<file path="src/design/spq_pkg.sv">
`default_nettype none
package spq_pkg;

  localparam int unsigned DEPTH       = 16;
  localparam int unsigned WEIGHT_BITS = 16;
  localparam int unsigned TAG_BITS    = 8;
  localparam int unsigned CNT_BITS    = $clog2(DEPTH + 1);

  typedef enum logic {
    OP_ENQ = 1'b0,
    OP_DEQ = 1'b1
  } op_e;

  typedef enum logic [1:0] {
    ST_DONE  = 2'd0,
    ST_FULL  = 2'd1,
    ST_EMPTY = 2'd2
  } status_e;

  typedef struct packed {
    op_e                           op;
    logic [TAG_BITS-1:0]           tag;
    logic signed [WEIGHT_BITS-1:0] weight;
  } in_req_t;

  typedef struct packed {
    logic [TAG_BITS-1:0]           head_tag;
    logic signed [WEIGHT_BITS-1:0] head_weight;
    logic [CNT_BITS-1:0]           entry_total;
    logic                          is_empty;
    status_e                       status;
  } out_req_t;

  typedef struct packed {
    logic [TAG_BITS-1:0]           tag;
    logic signed [WEIGHT_BITS-1:0] weight;
  } entry_t;

  typedef struct packed {
    logic enq;
    logic deq;
  } cell_ctrl_t;

endpackage
`default_nettype wire

</file>
<file path="src/design/spq_cell.sv">
`default_nettype none
module spq_cell
  import spq_pkg::*;
(
  input  wire logic       clk_i,
  input  wire cell_ctrl_t ctrl_i,
  input  wire entry_t     new_i,
  input  wire logic       occ_i,
  input  wire logic       prev_ge_i,
  input  wire entry_t     prev_entry_i,
  input  wire entry_t     next_entry_i,
  output logic            ge_o,
  output entry_t          entry_o,
  output entry_t          entry_d_o
);

  entry_t entry_q;
  entry_t entry_d;

  // this slot holds its place on insert when it is at least as heavy
  assign ge_o = occ_i && ($signed(entry_q.weight) >= $signed(new_i.weight));

  always_comb begin
    entry_d = entry_q;
    if (ctrl_i.deq) begin
      entry_d = next_entry_i;
    end else if (ctrl_i.enq && !ge_o) begin
      if (prev_ge_i) begin
        entry_d = new_i;
      end else begin
        entry_d = prev_entry_i;
      end
    end
  end

  always_ff @(posedge clk_i) begin
    entry_q <= entry_d;
  end

  assign entry_o   = entry_q;
  assign entry_d_o = entry_d;

endmodule
`default_nettype wire

</file>
<file path="src/design/sorted_priority_queue.sv">
// channel  direction  handshake              payload
// in       input      in_valid_i / in_stall_o  in_req_i  (op, tag, weight)
// out      output     out_valid_o / out_stall_i out_req_o (head, total, empty, status)
//
// one request per cycle while in_stall_o is low; its result is registered and appears in the cycle after acceptance
// a row of DEPTH compare-and-shift cells updates in parallel each cycle
// in_stall_o is high only while a result waits and out_stall_i is high
// rst_ni clears the entry count and the output valid; slot contents are not reset
`default_nettype none
module sorted_priority_queue
  import spq_pkg::*;
(
  input  wire logic     clk_i,
  input  wire logic     rst_ni,
  input  wire logic     in_valid_i,
  output logic          in_stall_o,
  input  wire in_req_t  in_req_i,
  output logic          out_valid_o,
  input  wire logic     out_stall_i,
  output out_req_t      out_req_o
);

  logic [CNT_BITS-1:0] count_q, count_d;
  logic                out_valid_q, out_valid_d;
  out_req_t            out_req_q, out_req_d;

  logic       accept, full, empty;
  cell_ctrl_t ctrl;
  entry_t     new_entry;
  entry_t     entry_cur [DEPTH];
  entry_t     entry_nxt [DEPTH];
  logic       ge        [DEPTH];

  assign in_stall_o = out_valid_q && out_stall_i;
  assign accept     = in_valid_i && !in_stall_o;
  assign full       = (count_q == CNT_BITS'(DEPTH));
  assign empty      = (count_q == '0);

  assign ctrl.enq  = accept && (in_req_i.op == OP_ENQ) && !full;
  assign ctrl.deq  = accept && (in_req_i.op == OP_DEQ) && !empty;
  assign new_entry = '{tag: in_req_i.tag, weight: in_req_i.weight};

  for (genvar i = 0; i < DEPTH; i++) begin : g_cell
    logic   occ, prev_ge;
    entry_t prev_entry, next_entry;

    assign occ = (CNT_BITS'(i) < count_q);

    if (i == 0) begin : g_first
      assign prev_ge    = 1'b1;
      assign prev_entry = new_entry;
    end else begin : g_mid
      assign prev_ge    = ge[i-1];
      assign prev_entry = entry_cur[i-1];
    end

    if (i == DEPTH - 1) begin : g_last
      assign next_entry = entry_cur[i];
    end else begin : g_inner
      assign next_entry = entry_cur[i+1];
    end

    spq_cell u_cell (
      .clk_i        (clk_i),
      .ctrl_i       (ctrl),
      .new_i        (new_entry),
      .occ_i        (occ),
      .prev_ge_i    (prev_ge),
      .prev_entry_i (prev_entry),
      .next_entry_i (next_entry),
      .ge_o         (ge[i]),
      .entry_o      (entry_cur[i]),
      .entry_d_o    (entry_nxt[i])
    );
  end

  always_comb begin
    count_d = count_q;
    if (ctrl.enq) begin
      count_d = count_q + CNT_BITS'(1);
    end else if (ctrl.deq) begin
      count_d = count_q - CNT_BITS'(1);
    end
  end

  always_comb begin
    out_req_d             = out_req_q;
    out_req_d.entry_total = count_d;
    out_req_d.is_empty    = (count_d == '0);
    if (count_d == '0) begin
      out_req_d.head_tag    = '0;
      out_req_d.head_weight = '0;
    end else begin
      out_req_d.head_tag    = entry_nxt[0].tag;
      out_req_d.head_weight = entry_nxt[0].weight;
    end
    if (in_req_i.op == OP_ENQ && full) begin
      out_req_d.status = ST_FULL;
    end else if (in_req_i.op == OP_DEQ && empty) begin
      out_req_d.status = ST_EMPTY;
    end else begin
      out_req_d.status = ST_DONE;
    end
  end

  assign out_valid_d = accept || (out_valid_q && out_stall_i);

  always_ff @(posedge clk_i or negedge rst_ni) begin
    if (!rst_ni) begin
      count_q     <= '0;
      out_valid_q <= 1'b0;
    end else begin
      count_q     <= count_d;
      out_valid_q <= out_valid_d;
    end
  end

  always_ff @(posedge clk_i) begin
    if (accept) begin
      out_req_q <= out_req_d;
    end
  end

  assign out_valid_o = out_valid_q;
  assign out_req_o   = out_req_q;

endmodule
`default_nettype wire

</file>
<file path="config.mk">
export PLATFORM = sky130hd
export DESIGN_NAME = sorted_priority_queue
export DESIGN_NICKNAME = d
export VERILOG_FILES = /design/src/design/spq_pkg.sv /design/src/design/spq_cell.sv /design/src/design/sorted_priority_queue.sv
export SDC_FILE = /design/constraint.sdc
export NUM_CORES = 1
export LEC_CHECK = 0
export BUFFER_PORTS_ARGS = -buffer_cell sky130_fd_sc_hd__buf_2
export CORE_MARGIN = 3
export CORE_UTILIZATION = 34
export DETAILED_ROUTE_END_ITERATION = 6
export PLACE_DENSITY = 0.5
export SLEW_MARGIN = 20
export SYNTH_ARGS = -nofsm -noshare
export SYNTH_HDL_FRONTEND = slang
export SYNTH_HIERARCHICAL = 1
export SYNTH_SLANG_ARGS = --single-unit
</file>
<file path="constraint.sdc">
create_clock -name clk_i -period 7.83 [get_ports clk_i]
set_input_delay 1.9575 -clock clk_i [delete_from_list [all_inputs] [get_ports clk_i]]
set_output_delay 1.9575 -clock clk_i [all_outputs]
set_load 0.03 [all_outputs]
</file>
==> results of run 1 <==
per-stage QoR:
stage | worst slack, ns | instances | util | total power, mW
floorplan | 1.305 | 4193 | - | 10.80
global placement | 1.915 | 5307 | 0.3516 | 12.90
detailed placement | 1.914 | 5307 | 0.3516 | 12.96
CTS | 2.602 | 5411 | 0.3703 | 15.69
global route | 2.312 | 5418 | 0.3713 | 16.89
finish | 2.533 | 5421 | 0.3714 | 15.65
per-layer routing:
metal | vias up | part of all wire
li1 | 15370 | -
met1 | 15510 | 0.46
met2 | 734 | 0.48
met3 | 172 | 0.044
met4 | 0 | 0.023
met5 | - | 0
worst reg2reg max path: stages (launching register included):
cell,delay (ns)
dfrtp_1,0.62
inv_1,0.32
ha_1,0.33
nor3b_4,0.20
a211oi_4,0.54
buf_12,0.37
inv_1,0.16
nor3_1,0.28
nand4_1,0.85
a31oi_1,0.55
o21ai_1,0.12
layout make-up:
cell class,count,area share
Multi-Input combinational cell,3047,0.6073
Inverter,343,0.03441
Timing Repair Buffer,145,0.02716
Antenna cell,3,0.0002007
Clock inverter,26,0.007191
Tap cell,1357,0.04538
Clock buffer,78,0.04318
Sequential cell,422,0.2352
registers in the layout, indices dropped and copies added (netlist names):
signal and flops:
out_valid_o 1, count_q 5, out_req_o 32, g_cell.u_cell/entry_o 384
where the power goes:
group	switching [mW]	internal, mW	total (mW)
clock	1.09	1.60	2.68
combinational	4.29	3.83	8.11
sequential	1.52	3.34	4.86
path summary, 6_finish.rpt:
path / from / endpoint / slack, ns / cells after the start
worst min-delay path: g_cell[15].u_cell/entry_o[23]$_DFF_P_ / g_cell[15].u_cell/entry_o[23]$_DFF_P_ / 0.47 / 2
worst max register to register: count_q[0]$_DFF_PN0_ / g_cell[7].u_cell/entry_o[5]$_DFF_P_ / 3.38 / 10
min in group asynchronous: rst_ni / count_q[1]$_DFF_PN0_ / 1.14 / 1
worst max-delay path: in_req_i[11] / g_cell[4].u_cell/entry_o[16]$_DFF_P_ / 2.53 / 13
worst min register to register: g_cell[15].u_cell/entry_o[23]$_DFF_P_ / g_cell[15].u_cell/entry_o[23]$_DFF_P_ / 0.47 / 2
max in group asynchronous: rst_ni / count_q[2]$_DFF_PN0_ / 6.53 / 1
==> results.yml, run 1 <==
sta:
  relSlewSlack: 0.2206
  holdWs_ns: 0.4747
  setup_viol: 0
  skew_ns: 0.02622
  finalCritPeriodShare: 0.6765
  finalSetupTns_ns: 0
  layout_min_cycle_time_ns: 5.297
  rsz0062_at_grt: "false"
  final_max_slew_viol_count: 0
  finalHoldViolCount: 0
  tightest_slew_ns: 1.168
  fmax_ghz: 0.1888
run:
  cap_violations: 0
clock_network:
  clk_pin_slew_ns: 0.06
  cts_num_sinks: 422
  cts_hold_buf: 0
  htree_levels: 2
  clock_latency_ns: 0.64
  clock_tree.root_cell: "clkbuf_16"
  cts_setup_buffers: 0
  clockBufferDepth: 3
  cts_buffers: 56
  cts_tree: "done"
  ctsResizeCount: 0
die:
  start_util: 0.3447
  core_area_um2: 100700
  std_cell_rows: 116
  die_w_um: 325.5
  die_h_um: 325.5
  dieArea_um2: 106000
  io_pins: 63
place:
  place_congestion: 0.8360
  numPortBuffers: 62
  place_hpwl_mm: 84.25
  placed_cell_area_um2: 35410
worst_setup_path:
  crit_fanout: 29
  crit_required_ns: 8.34
  crit_family: "compound AO/OA/AOI/OAI gates"
  path_class: "in2reg"
  start_kind: "primary input"
  max_stage_delay_ns: 0.79
  cp.arrival_ns: 5.81
  slowest_stage: "o21a_1"
  end_kind: "register"
  crit_top_cell: "mux2_2"
  worstPathCellList: "buf_2 -> inv_1 -> ha_1 -> a21oi_1 -> o21ai_0 -> a22oi_1 -> nand3_1 -> mux2_2 -> o21a_1 -> buf_4 -> mux2_2 -> a31oi_1 -> o21ai_1"
  cp.buffers_inverters: 3
cells_and_area:
  nets: 4304
  register_area_um2: 8798
  post-route-cell-area_um2: 37410
  area_growth_syn_to_layout_pct: 7.759
  drive_gt1_frac: 0.2009
  multiInputGateArea_um2: 22720
  final_common_cell: "nand2_1"
  fillers: 10670
  final_cell_mix: "428 x nand2_1, 385 x o21ai_1, 384 x a31oi_1, 384 x dfxtp_1"
routing:
  ant_nets: 0
  routed_wl_mm: 119.7
  drtPass1Iterations: 6
  post_drt_wl_per_cell_um: 22.08
  avgViaCountPerCell: 5.863
  first_iter_violations: 2581
  drc: 0
  via_count: 31790
logic_synthesis:
  synth_area_um2: 34720
  synthCells: 4191
  ys_warn_count: 6
  avgSynthCellArea_um2: 8.284
global_routing:
  antenna_found_initial: 3
  use_met3: 0.02203
  busiest_layer: "met2"
  first_global_vias: 31220
  gr-usage-met2: 0.3696
  grt_max_degree: 76
  grt_pass1_wl_mm: 186.8
  grt_util_all_layers: 0.2172
  gr-total-overflow: 0
  grt_util_met1: 0.2949
status:
  status: "finished, final reports clean"
power:
  power.density_nw_per_um2: 418.4
  power_leakage_nw: 15.02
  vdd_drop_max_mv: 0.1895
hold_path:
  hold_class: "reg2reg"
Power figures use the tool's default switching activity.
==> run 2, diff against run 1 <==
--- a/config.mk
+++ b/config.mk
@@ -9,7 +9,7 @@
 export CORE_MARGIN = 3
 export CORE_UTILIZATION = 34
 export DETAILED_ROUTE_END_ITERATION = 6
-export PLACE_DENSITY = 0.5
+export PLACE_DENSITY = 0.52
 export SLEW_MARGIN = 20
 export SYNTH_ARGS = -nofsm -noshare
 export SYNTH_HDL_FRONTEND = slang
==> constraint.sdc (replaced) <==
create_clock -name clk_i -period 4.58 [get_ports clk_i]
set_input_delay 1.145 -clock clk_i [delete_from_list [all_inputs] [get_ports clk_i]]
set_output_delay 1.145 -clock clk_i [all_outputs]
set_load 0.03 [all_outputs]
==> results.yml, run 2 (synthesis gave the netlist of run 1 again) <==
clock_network:
  clockBufferDepth: 3
  clk_pin_slew_ns: 0.06
  cts_num_sinks: 422
  cts_hold_buf: 0
  cts_tree: "done"
  cts_buffers: 53
  ctsResizeCount: 0
  cts_setup_buffers: 0
  htree_levels: 2
  clock_latency_ns: 0.63
  clock_tree.root_cell: "clkbuf_16"
sta:
  relSlewSlack: 0.2393
  fmax_ghz: 0.2507
  skew_ns: 0.01996
  setup_viol: 0
  layout_min_cycle_time_ns: 3.989
  holdWs_ns: 0.3428
  worst_slack_ns: 0.5913
  final_max_slew_viol_count: 0
  finalCritPeriodShare: 0.8709
  finalHoldViolCount: 0
  tightest_slew_ns: 1.140
  finalSetupTns_ns: 0
  rsz0062_at_grt: "false"
global_routing:
  antenna_found_initial: 2
  grt_max_degree: 55
  grt_util_all_layers: 0.2150
  grt_pass1_wl_mm: 186.0
  gr-total-overflow: 0
  first_global_vias: 31050
power:
  total_power_mw: 26.35
  power_leakage_nw: 15.23
  vdd_drop_max_mv: 0.3353
  power.density_nw_per_um2: 696.9
worst_setup_path:
  start_kind: "primary input"
  reg2reg_depth: 13
  cp.arrival_ns: 4.49
  crit_fanout: 39
  crit_required_ns: 5.08
  path_class: "in2reg"
  end_kind: "register"
place:
  place_hpwl_mm: 85.90
  placed_cell_area_um2: 36130
  place_congestion: 0.8622
  numPortBuffers: 62
  dp.cells: 5369
  post-place-ws_ns: 0.03698
cells_and_area:
  nets: 4357
  area_growth_syn_to_layout_pct: 8.931
  insertedDiodeCount: 0
  final_cell_mix: "428 x nand2_1, 385 x o21ai_1, 384 x a31oi_1, 384 x dfxtp_1, 339 x a21oi_1"
  fin_util: 0.3754
  fillers: 10560
  multiInputGateArea_um2: 22710
  largest_reg_flops: 384
  register_area_um2: 8798
  final_common_cell: "nand2_1"
  post-route-cell-area_um2: 37820
  instances_no_fill: 5461
  drive_gt1_frac: 0.2083
die:
  core_area_um2: 100700
  start_util: 0.3447
  io_pins: 63
  dieArea_um2: 106000
  std_cell_rows: 116
  die_w_um: 325.5
  die_h_um: 325.5
routing:
  routed_wl_mm: 119.0
  avgViaCountPerCell: 5.915
  via_count: 32300
  drc: 0
  ant_nets: 0
  first_iter_violations: 2730
  post_drt_wl_per_cell_um: 21.79
  drtPass1Iterations: 7
status:
  status: "finished, final reports clean"
run:
  cap_violations: 0
hold_path:
  hold_class: "in2async"
==> run 2: cell types whose count changed in the layout (fill, tap and decap cells not counted), moves of 2 or more <==
| cell | before | now |
|---|---|---|
| o21a_2 | 2 | 0 |
| buf_12 | 3 | 23 |
| buf_8 | 5 | 0 |
| diode_2 | 3 | 0 |
| buf_4 | 73 | 115 |
| o21a_1 | 13 | 15 |
| inv_6 | 2 | 0 |
| clkbuf_16 | 57 | 54 |
| clkinv_1 | 5 | 11 |
| bufinv_16 | 5 | 2 |
| clkbuf_8 | 11 | 9 |
| clkbuf_1 | 10 | 7 |
| clkinv_2 | 14 | 8 |
==> run 2: worst paths after layout <==
check,start,slack [ns],to
max,in_req_i[11],0.59,g_cell[6].u_cell/entry_o[20]$_DFF_P_
min,rst_ni,0.34,count_q[2]$_DFF_PN0_
max reg2reg,count_q[0]$_DFF_PN0_,1.01,g_cell[9].u_cell/entry_o[20]$_DFF_P_
min reg2reg,g_cell[15].u_cell/entry_o[23]$_DFF_P_,0.48,g_cell[15].u_cell/entry_o[23]$_DFF_P_
max in group asynchronous,rst_ni,4.08,count_q[3]$_DFF_PN0_
min in group clk_i,g_cell[15].u_cell/entry_o[23]$_DFF_P_,0.48,g_cell[15].u_cell/entry_o[23]$_DFF_P_
==> run 2: cell type report <==
class                   instances  area share
flip-flops and latches        422      0.2327
repair buffers                201     0.04351
clock inverters                21    0.004731
inverters                     343     0.03404
multi-input cells            3047      0.6005
well taps                    1357     0.04490
clock buffers                  70     0.03970
==> run 2: per-layer routing <==
metal | part of all wire | global-route usage | vias up | routed length [um]
met1 | 0.46 | 0.2989 | 15810 | 55080
met4 | 0.024 | 0.05518 | 0 | 2911
met2 | 0.46 | 0.3526 | 863 | 55080
met3 | 0.050 | 0.02507 | 175 | 5915
met5 | 0 | 0 | - | 0
li1 | - | - | 15460 | -
==> run 2: report_power, final <==
part	switching [mW]	internal, mW	total (mW)
sequential	2.57	5.71	8.27
clock	1.78	2.40	4.18
combinational	7.37	6.53	13.9
==> run 2: worst max-delay path, cell delays in order <==
cell,delay (ns)
buf_2,0.35
buf_4,0.26
inv_1,0.13
ha_1,0.36
a21oi_1,0.14
o21ai_0,0.11
a22oi_1,0.45
nand3_1,0.15
mux2_2,0.24
o21a_1,0.11
buf_4,0.37
mux2_2,0.38
a31oi_1,0.15
o21ai_1,0.10
